`src/rtl/csd_pkg.sv`:
```
package csd_pkg;
   localparam int OP_W = 2;
   localparam int DATA_W = 64;
   localparam int POS_W = 4;
   localparam int DIGIT_W = 4;
   localparam int SEG_W = 7;
   localparam int STAT_W = 2;

   localparam logic [OP_W-1:0] OP_ADD = 2'd0;
   localparam logic [OP_W-1:0] OP_SUB = 2'd1;
   localparam logic [OP_W-1:0] OP_MUL = 2'd2;
   localparam logic [OP_W-1:0] OP_DIV = 2'd3;

   localparam logic [STAT_W-1:0] ST_OK = 2'd0;
   localparam logic [STAT_W-1:0] ST_DIV_ZERO = 2'd1;
   localparam logic [STAT_W-1:0] ST_RANGE = 2'd2;

   typedef struct packed {
      logic [DATA_W-1:0] value;
      logic [STAT_W-1:0] status;
   } result_type;

   function automatic logic [SEG_W-1:0] seg_decode(input logic [DIGIT_W-1:0] d);
      logic [SEG_W-1:0] s;
      case (d)
         4'd0: s = 7'h3F;
         4'd1: s = 7'h06;
         4'd2: s = 7'h5B;
         4'd3: s = 7'h4F;
         4'd4: s = 7'h66;
         4'd5: s = 7'h6D;
         4'd6: s = 7'h7D;
         4'd7: s = 7'h07;
         4'd8: s = 7'h7F;
         default: s = 7'h6F;
      endcase
      return s;
   endfunction
endpackage

```
`src/rtl/csd_front.sv`:
```
// front: arithmetic unit; add/sub computed on accept, multiply by summing
// 32-bit partial products in turn, divide one quotient bit per cycle
module csd_front #(
   parameter int NUM_DIGITS = 11
) (
   input  logic clock,
   input  logic reset,
   input  logic in_valid,
   output logic in_ready,
   input  logic [csd_pkg::OP_W-1:0] in_op,
   input  logic [csd_pkg::DATA_W-1:0] in_a,
   input  logic [csd_pkg::DATA_W-1:0] in_b,
   output logic out_valid,
   input  logic out_ready,
   output csd_pkg::result_type out_res
);
   import csd_pkg::*;

   localparam logic [DATA_W-1:0] LIMIT = DATA_W'(64'd10 ** NUM_DIGITS);

   typedef enum logic [3:0] {
      S_IDLE = 4'b0001,
      S_MUL  = 4'b0010,
      S_DIV  = 4'b0100,
      S_DONE = 4'b1000
   } state_type;

   state_type state_ff, state_in;
   logic [2:0] mstep_ff, mstep_in;
   logic [6:0] dcnt_ff, dcnt_in;
   logic [DATA_W-1:0] a_ff, a_in, b_ff, b_in, acc_ff, acc_in, rem_ff, rem_in;
   logic neg_ff, neg_in, dz_ff, dz_in;
   logic [31:0] pa, pb;
   logic [63:0] pp;
   logic [DATA_W:0] trial;
   logic [DATA_W-1:0] shrem, res;
   logic [STAT_W-1:0] st;

   assign in_ready = (state_ff == S_IDLE);
   assign out_valid = (state_ff == S_DONE);

   always_comb begin
      res = acc_ff;
      if (neg_ff) res = DATA_W'(0) - acc_ff;
      if (dz_ff) res = '0;
      st = ST_OK;
      if (dz_ff) st = ST_DIV_ZERO;
      else if (res[DATA_W-1] || res >= LIMIT) st = ST_RANGE;
      out_res.value = res;
      out_res.status = st;
   end

   always_comb begin
      case (mstep_ff)
         3'd0: begin pa = a_ff[31:0]; pb = b_ff[31:0]; end
         3'd1: begin pa = a_ff[63:32]; pb = b_ff[31:0]; end
         default: begin pa = a_ff[31:0]; pb = b_ff[63:32]; end
      endcase
   end
   always_comb pp = pa * pb;

   always_comb begin
      shrem = {rem_ff[DATA_W-2:0], a_ff[DATA_W-1]};
      trial = {1'b0, shrem} - {1'b0, b_ff};
   end

   always_comb begin
      state_in = state_ff;
      mstep_in = mstep_ff;
      dcnt_in = dcnt_ff;
      a_in = a_ff; b_in = b_ff; acc_in = acc_ff; rem_in = rem_ff;
      neg_in = neg_ff; dz_in = dz_ff;
      case (state_ff)
         S_IDLE: begin
            if (in_valid) begin
               neg_in = 1'b0; dz_in = 1'b0;
               a_in = in_a; b_in = in_b;
               case (in_op)
                  OP_ADD: begin acc_in = in_a + in_b; state_in = S_DONE; end
                  OP_SUB: begin acc_in = in_a - in_b; state_in = S_DONE; end
                  OP_MUL: begin acc_in = '0; mstep_in = '0; state_in = S_MUL; end
                  default: begin
                     if (in_b == '0) begin
                        dz_in = 1'b1; acc_in = '0; state_in = S_DONE;
                     end else begin
                        a_in = in_a[DATA_W-1] ? DATA_W'(0) - in_a : in_a;
                        b_in = in_b[DATA_W-1] ? DATA_W'(0) - in_b : in_b;
                        neg_in = in_a[DATA_W-1] ^ in_b[DATA_W-1];
                        acc_in = '0; rem_in = '0; dcnt_in = '0;
                        state_in = S_DIV;
                     end
                  end
               endcase
            end
         end
         S_MUL: begin
            case (mstep_ff)
               3'd0: acc_in = acc_ff + pp;
               default: acc_in = acc_ff + {pp[31:0], 32'd0};
            endcase
            mstep_in = mstep_ff + 3'd1;
            if (mstep_ff == 3'd2) state_in = S_DONE;
         end
         S_DIV: begin
            a_in = {a_ff[DATA_W-2:0], 1'b0};
            if (!trial[DATA_W]) begin
               rem_in = trial[DATA_W-1:0];
               acc_in = {acc_ff[DATA_W-2:0], 1'b1};
            end else begin
               rem_in = shrem;
               acc_in = {acc_ff[DATA_W-2:0], 1'b0};
            end
            dcnt_in = dcnt_ff + 7'd1;
            if (dcnt_ff == 7'(DATA_W - 1)) state_in = S_DONE;
         end
         S_DONE: begin
            if (out_ready) state_in = S_IDLE;
         end
         default: state_in = S_IDLE;
      endcase
   end

   always_ff @(posedge clock) begin
      if (reset) begin
         state_ff <= S_IDLE;
         mstep_ff <= '0;
         dcnt_ff <= '0;
      end else begin
         state_ff <= state_in;
         mstep_ff <= mstep_in;
         dcnt_ff <= dcnt_in;
      end
      a_ff <= a_in; b_ff <= b_in; acc_ff <= acc_in; rem_ff <= rem_in;
      neg_ff <= neg_in; dz_ff <= dz_in;
   end
endmodule

```
`src/rtl/csd_queue.sv`:
```
// two-entry queue between the arithmetic front and the digit back end
module csd_queue (
   input  logic clock,
   input  logic reset,
   input  logic in_valid,
   output logic in_ready,
   input  csd_pkg::result_type in_res,
   output logic out_valid,
   input  logic out_ready,
   output csd_pkg::result_type out_res
);
   import csd_pkg::*;

   result_type mem_ff [2];
   logic wp_ff, wp_in, rp_ff, rp_in;
   logic [1:0] cnt_ff, cnt_in;
   logic push, pop;

   assign in_ready = (cnt_ff != 2'd2);
   assign out_valid = (cnt_ff != 2'd0);
   assign out_res = mem_ff[rp_ff];
   assign push = in_valid && in_ready;
   assign pop = out_valid && out_ready;

   always_comb begin
      wp_in = push ? ~wp_ff : wp_ff;
      rp_in = pop ? ~rp_ff : rp_ff;
      cnt_in = cnt_ff + 2'(push) - 2'(pop);
   end

   always_ff @(posedge clock) begin
      if (reset) begin
         wp_ff <= 1'b0; rp_ff <= 1'b0; cnt_ff <= '0;
      end else begin
         wp_ff <= wp_in; rp_ff <= rp_in; cnt_ff <= cnt_in;
      end
      if (push) mem_ff[wp_ff] <= in_res;
   end
endmodule

```
`src/rtl/csd_back.sv`:
```
// back end: finds one decimal digit per cycle unless the output stalls, by
// comparing with multiples of the current power of ten; output is registered
module csd_back #(
   parameter int NUM_DIGITS = 11
) (
   input  logic clock,
   input  logic reset,
   input  logic in_valid,
   output logic in_ready,
   input  csd_pkg::result_type in_res,
   output logic out_valid,
   input  logic out_ready,
   output logic [csd_pkg::DATA_W-1:0] out_value,
   output logic [csd_pkg::POS_W-1:0] out_pos,
   output logic [csd_pkg::DIGIT_W-1:0] out_digit,
   output logic [csd_pkg::SEG_W-1:0] out_seg,
   output logic [csd_pkg::STAT_W-1:0] out_status,
   output logic out_last
);
   import csd_pkg::*;

   localparam int CNT_W = (NUM_DIGITS > 1) ? $clog2(NUM_DIGITS) : 1;
   localparam logic [CNT_W-1:0] LAST_IDX = CNT_W'(NUM_DIGITS - 1);

   logic busy_ff, busy_in;
   logic [CNT_W-1:0] idx_ff, idx_in;
   logic [DATA_W-1:0] rem_ff, rem_in, val_ff, val_in;
   logic [STAT_W-1:0] st_ff, st_in;
   logic ov_ff, ov_in;
   logic [DATA_W-1:0] ovalue_ff, ovalue_in;
   logic [POS_W-1:0] opos_ff, opos_in;
   logic [DIGIT_W-1:0] odig_ff, odig_in;
   logic [SEG_W-1:0] oseg_ff, oseg_in;
   logic [STAT_W-1:0] ost_ff, ost_in;
   logic olast_ff, olast_in;
   logic [DATA_W-1:0] pw_tab [NUM_DIGITS];
   logic [DATA_W-1:0] pw;
   logic [DIGIT_W-1:0] d;
   logic [DATA_W-1:0] sub;
   logic [DATA_W+3:0] m;
   logic emit;
   logic last_emit;

   assign out_valid = ov_ff;
   assign out_value = ovalue_ff;
   assign out_pos = opos_ff;
   assign out_digit = odig_ff;
   assign out_seg = oseg_ff;
   assign out_status = ost_ff;
   assign out_last = olast_ff;
   assign emit = busy_ff && (!ov_ff || out_ready);
   assign last_emit = emit && (idx_ff == LAST_IDX);
   // next request loads on the edge that emits the units digit
   assign in_ready = !busy_ff || last_emit;

   // constant powers of ten, most significant position first
   always_comb begin
      for (int i = 0; i < NUM_DIGITS; i++) begin
         pw_tab[i] = 64'd10 ** (NUM_DIGITS - 1 - i);
      end
   end
   assign pw = pw_tab[idx_ff];

   // digit by compare against k*pw for k=1..9 (independent compares)
   always_comb begin
      d = '0;
      for (int k = 1; k <= 9; k++) begin
         m = (DATA_W+4)'(pw) * (DATA_W+4)'(k);
         if ({4'd0, rem_ff} >= m) d = DIGIT_W'(k);
      end
      sub = DATA_W'((DATA_W+4)'(pw) * (DATA_W+4)'(d));
   end

   always_comb begin
      busy_in = busy_ff; idx_in = idx_ff; rem_in = rem_ff;
      val_in = val_ff; st_in = st_ff;
      ov_in = ov_ff && !out_ready;
      ovalue_in = ovalue_ff; opos_in = opos_ff; odig_in = odig_ff;
      oseg_in = oseg_ff; ost_in = ost_ff; olast_in = olast_ff;
      if (emit) begin
         ov_in = 1'b1;
         ovalue_in = val_ff;
         opos_in = POS_W'(idx_ff);
         ost_in = st_ff;
         olast_in = (idx_ff == LAST_IDX);
         odig_in = (st_ff == ST_OK) ? d : '0;
         oseg_in = (st_ff == ST_OK) ? seg_decode(d) : '0;
         rem_in = rem_ff - sub;
         idx_in = (idx_ff == LAST_IDX) ? '0 : idx_ff + CNT_W'(1);
         if (idx_ff == LAST_IDX) busy_in = 1'b0;
      end
      if (in_valid && in_ready) begin
         busy_in = 1'b1; idx_in = '0; rem_in = in_res.value;
         val_in = in_res.value; st_in = in_res.status;
      end
   end

   always_ff @(posedge clock) begin
      if (reset) begin
         busy_ff <= 1'b0; ov_ff <= 1'b0; idx_ff <= '0;
      end else begin
         busy_ff <= busy_in; ov_ff <= ov_in; idx_ff <= idx_in;
      end
      rem_ff <= rem_in; val_ff <= val_in; st_ff <= st_in;
      ovalue_ff <= ovalue_in; opos_ff <= opos_in; odig_ff <= odig_in;
      oseg_ff <= oseg_in; ost_ff <= ost_in; olast_ff <= olast_in;
   end
endmodule

```
`src/rtl/calculator_to_seven_segment_digits_unit.sv`:
```
// front computes the result (divide one quotient bit a cycle) and takes a new
// request only when idle; the queue buffers results and the back end emits
// one digit per cycle unless stalled by rsp_tready, loading the next request
// as it emits the units digit
// reset: synchronous active high, clears front state, queue and output valid
module calculator_to_seven_segment_digits_unit #(
   parameter int NUM_DIGITS = 11
) (
   input  logic clock,
   input  logic reset,
   input  logic req_tvalid,
   output logic req_tready,
   // [1:0] req_type, [65:2] operand_a, [129:66] operand_b, [135:130] zero
   input  logic [135:0] req_tdata,
   output logic rsp_tvalid,
   input  logic rsp_tready,
   // [63:0] result_value, [67:64] digit_position, [71:68] digit_value,
   // [78:72] segments, [80:79] status
   output logic [87:0] rsp_tdata,
   output logic rsp_tlast
);
   import csd_pkg::*;

   // front to queue
   logic f_valid, f_ready;
   result_type f_res;
   // queue to back end
   logic q_valid, q_ready;
   result_type q_res;
   logic [DATA_W-1:0] r_value;
   logic [POS_W-1:0] r_pos;
   logic [DIGIT_W-1:0] r_digit;
   logic [SEG_W-1:0] r_seg;
   logic [STAT_W-1:0] r_status;

   csd_front #(.NUM_DIGITS(NUM_DIGITS)) u_front (
      .clock, .reset,
      .in_valid(req_tvalid), .in_ready(req_tready),
      .in_op(req_tdata[1:0]), .in_a(req_tdata[65:2]), .in_b(req_tdata[129:66]),
      .out_valid(f_valid), .out_ready(f_ready), .out_res(f_res)
   );

   csd_queue u_queue (
      .clock, .reset,
      .in_valid(f_valid), .in_ready(f_ready), .in_res(f_res),
      .out_valid(q_valid), .out_ready(q_ready), .out_res(q_res)
   );

   csd_back #(.NUM_DIGITS(NUM_DIGITS)) u_back (
      .clock, .reset,
      .in_valid(q_valid), .in_ready(q_ready), .in_res(q_res),
      .out_valid(rsp_tvalid), .out_ready(rsp_tready),
      .out_value(r_value), .out_pos(r_pos), .out_digit(r_digit),
      .out_seg(r_seg), .out_status(r_status), .out_last(rsp_tlast)
   );

   // pack result fields, zero fill to whole bytes
   assign rsp_tdata = {7'd0, r_status, r_seg, r_digit, r_pos, r_value};
endmodule

```
`config.mk`:
```
export PLATFORM = sky130hd
export DESIGN_NAME = calculator_to_seven_segment_digits_unit
export DESIGN_NICKNAME = d
export VERILOG_FILES = /design/src/rtl/csd_pkg.sv /design/src/rtl/csd_front.sv /design/src/rtl/csd_queue.sv /design/src/rtl/csd_back.sv /design/src/rtl/calculator_to_seven_segment_digits_unit.sv
export SDC_FILE = /design/constraint.sdc
export NUM_CORES = 2
export LEC_CHECK = 0
export ABC_AREA = 0
export BUFFER_PORTS_ARGS = -buffer_cell sky130_fd_sc_hd__clkbuf_2
export CORE_ASPECT_RATIO = 0.75
export CORE_MARGIN = 4
export CORE_UTILIZATION = 65
export DETAILED_ROUTE_END_ITERATION = 10
export GPL_ROUTABILITY_DRIVEN = 0
export GPL_TIMING_DRIVEN = 1
export PLACE_DENSITY_LB_ADDON = 0.1
export SETUP_SLACK_MARGIN = 0.1
export SLEW_MARGIN = 20
export SYNTH_ARGS = -nofsm -noshare
export SYNTH_HDL_FRONTEND = slang
export SYNTH_SLANG_ARGS = --single-unit
```
`constraint.sdc`:
```
create_clock -name clock -period 23.2 [get_ports clock]
set_input_delay 1.16 -clock clock [delete_from_list [all_inputs] [get_ports clock]]
set_output_delay 1.16 -clock clock [all_outputs]
set_load 0.1 [all_outputs]
```
==> run metrics <==
outcome finished clean; Worst R2R Setup Slack approximately 6.7 ns; first-pass GRT wire length around 460 mm; detailed-route wire length 301.0 mm; final hold vios 0; Post-Syn Instances ~10000; met3 wire length 46.25 mm; CTS Buffer Depth 3; routed wl met2 119.8 mm; Achievable Freq approximately 60 MHz; H-tree levels 2; CTS Hold Buffers Added 0; post-CTS setup buffer count 0; reg-to-reg startpoint u_back.idx_ff[3]$_SDFFE_PP0P_; ys flop type edfxtp_1; shortest period the worst path allows ~17 ns; Seq cells post-synth around 630; max-capacitance violation count 0; top cells by area, synth fa_1, edfxtp_1, ha_1; register area between 15000 and 20000 µm²; RSZ-0062 raised after global routing no; vias in the first global route approximately 77000; drt pass-1 iters 8; DR vias between 70000 and 80000; Hold Path Depth 0; CP required ~24 ns; Worst-path clk slew about 0.070 ns; TritonCTS Sinks ~630; Final Cycle Share 71.34%; initial detailed-routing violation count ~10000; met1 WL about 120 mm; CP peak stage delay around 0.94 ns; fin nets around 13000; area taken by multi-input logic gates between 60000 and 70000 µm²; Die Ht 334.5 µm; initial antenna violation count 16; CTS resizes 0; Die ar. 148300 µm²; Mapped Area between 90000 and 100000 µm²; Post-synth EDFFs approximately 600; relative max-transition margin around 5.6%; total CTS buffers around 60; share of the synthesized area in the top cell type between 20% and 30%; Clock Latency Late Sink approximately 0.70 ns; Final Max Tran Viols 0; worst hold start u_back.val_ff[19]$_DFFE_PP_; skew final between 0.06 and 0.07 ns; Hold Path Class reg -> reg; DP HPWL between 200 and 250 mm; GRT overflow 0; asr flop ratio synth 0%; Vias/cell ~6.4; share of cells above drive strength 1 around 6.6%; Final ANT Viol Nets 0; Worst setup EP type flop; Yosys cell types 91; post-route setup TNS 0 ns; Setup Viol. Count Final 0; largest net degree at the start of global routing roughly 120; Worst Path Arrival roughly 17 ns; Filler Cell Count 11160; Synth area leader fa_1; Total GRT Usage around 40%; Core Region between 100000 and 150000 µm²; Rows between 100 and 150; uppermost layer routed met5; reg2reg end u_back.rem_ff[40]$_DFFE_PP_; Min-Delay Endpoint u_back.out_value[19]$_DFFE_PP_; Area Overhead vs Synth 5.741%; Worst Tran Pin Value 1.381 ns; routed len/inst roughly 24 µm; die width around 440 µm; Setup Crit Path Kind reg -> reg; Initial Utilization 65.60%; slowest CP cell a311oi_1; YS warnings 0; # port buffers around 220; Top Ports approximately 230; CTS tree done; Mean Syn Cell Area 8.945 µm²; Critical Path Fanout Max 38; DRC errors left 0; Seq/Total Area, Yosys ~20%; Reg2Reg Depth 48; startpoint class of the critical path flop; CTS root buf clkbuf_16
metrics by stage:
stage / util [%] / instances / setup slack, ns / instance area, µm² / hold WS (ns)
3_3_place_gp: 67.94 / 12180 / 7.666 / 95690 / 0.4004
3_5_place_dp: 67.94 / 12180 / 7.438 / 95690 / 0.4045
2_1_floorplan: - / 10340 / 10.89 / 92430 / 0.4003
5_1_grt: 69.35 / 12300 / 5.796 / 97680 / 0.3896
4_1_cts: 69.34 / 12290 / 7.311 / 97670 / 0.3715
6_report: 69.37 / 12310 / 6.650 / 97710 / 0.3829
layer usage:
layer / vias up / track usage (%)
li1: 34890 / -
met1: 38160 / 55.28
met2: 5331 / 56.09
met3: 949 / 14.56
met4: 18 / 18.79
met5: - / 0.4762
worst max-delay path, delay by kind of cell (launching register included):
kind / cells / cell delay, ns
XOR/XNOR: 2 / 0.38
adder cells (fa/ha/maj): 7 / 2.84
buffers and inverters: 6 / 2.01
flip-flops: 1 / 0.71
AND/OR/NAND/NOR: 15 / 5.22
AO/OA/AOI/OAI: 18 / 5.05
cells in the final DEF, fill, tap and decap left out, types with 66 or more instances in the layout:
master and instances:
a21o_1 338, a21oi_1 544, a31oi_1 66, and2_1 76, buf_4 136, clkbuf_2 217, edfxtp_1 601, fa_1 1019
ha_1 984, inv_1 1394, mux2_2 104, mux2i_1 97, nand2_1 1358, nand2b_1 91, nand3_1 132, nand4_1 97
nor2_1 765, nor2b_1 78, nor3_1 102, o21ai_0 483, o21bai_1 71, xnor2_1 352, xor2_1 309
layout make-up:
type                            count  share of cell area [%]
Antenna cell                       13                 0.03330
Multi-Input combinational cell   7930                   69.03
Inverter                         1397                   5.373
Tap cell                         1875                   2.401
Clock inverter                     40                  0.4136
Clock buffer                       73                   1.608
Sequential cell                   626                   18.98
Timing Repair Buffer              353                   2.157
sequential cells by signal, summed over array words and instances, names as in the netlist, 4 cells and up, named ones only:
register	flops
u_queue.mem_ff	132
u_back.out_value	64
u_back.rem_ff	64
u_back.val_ff	64
u_front.a_ff	64
u_front.acc_ff	64
u_front.b_ff	64
u_front.rem_ff	63
u_back.out_seg	7
u_front.dcnt_ff	7
u_back.idx_ff	4
u_back.out_digit	4
u_back.out_pos	4
u_front.state_ff	4
Yosys cell counts (24+ instances only):
library cell,n
a21o_1,338
xor2_1,309
and3_1,54
or2_2,30
nor2_1,769
o21ai_1,29
edfxtp_1,601
o21bai_1,71
o21a_1,53
o211ai_1,36
ha_1,984
inv_1,1396
a211oi_1,52
nor4_1,46
nand3_1,132
xnor2_1,352
o21ai_0,486
nor2b_1,81
or3_1,64
a21oi_1,545
nand2b_1,91
mux2_2,104
dfxtp_1,25
a211o_1,24
nand4_1,97
clkbuf_1,353
o31ai_1,64
and2_1,76
nor3_1,104
fa_1,1019
mux2i_1,107
or4_1,27
a31oi_1,66
nand2_1,1361
a22oi_1,35
worst max-delay path by stage:
| stage | from | to |
|---|---|---|
| after CTS | u_back.idx_ff[3]$_SDFFE_PP0P_ | u_back.rem_ff[40]$_DFFE_PP_ |
| after global placement | u_back.idx_ff[3]$_SDFFE_PP0P_ | u_back.rem_ff[40]$_DFFE_PP_ |
| after floorplan | u_back.idx_ff[1]$_SDFFE_PP0P_ | u_back.rem_ff[45]$_DFFE_PP_ |
| after global routing | u_back.idx_ff[3]$_SDFFE_PP0P_ | u_back.rem_ff[42]$_DFFE_PP_ |
| final | u_back.idx_ff[3]$_SDFFE_PP0P_ | u_back.rem_ff[40]$_DFFE_PP_ |
| after detailed placement | u_back.idx_ff[3]$_SDFFE_PP0P_ | u_back.rem_ff[40]$_DFFE_PP_ |
kinds of logic after synthesis:
family | count (synthesis) | share of synthesized area, %
flops | 626 | 20.07
simple gates | 3027 | 14.71
fa+ha+maj | 2006 | 35.43
xor+xnor | 661 | 6.265
compound gates | 2017 | 13.82
mux | 211 | 2.427
buf+inv | 1781 | 7.273
other cells | 1 | 0.004058
Power is not shown: default switching activity piles up to over one toggle a cycle in this logic, so the estimate is an artifact.
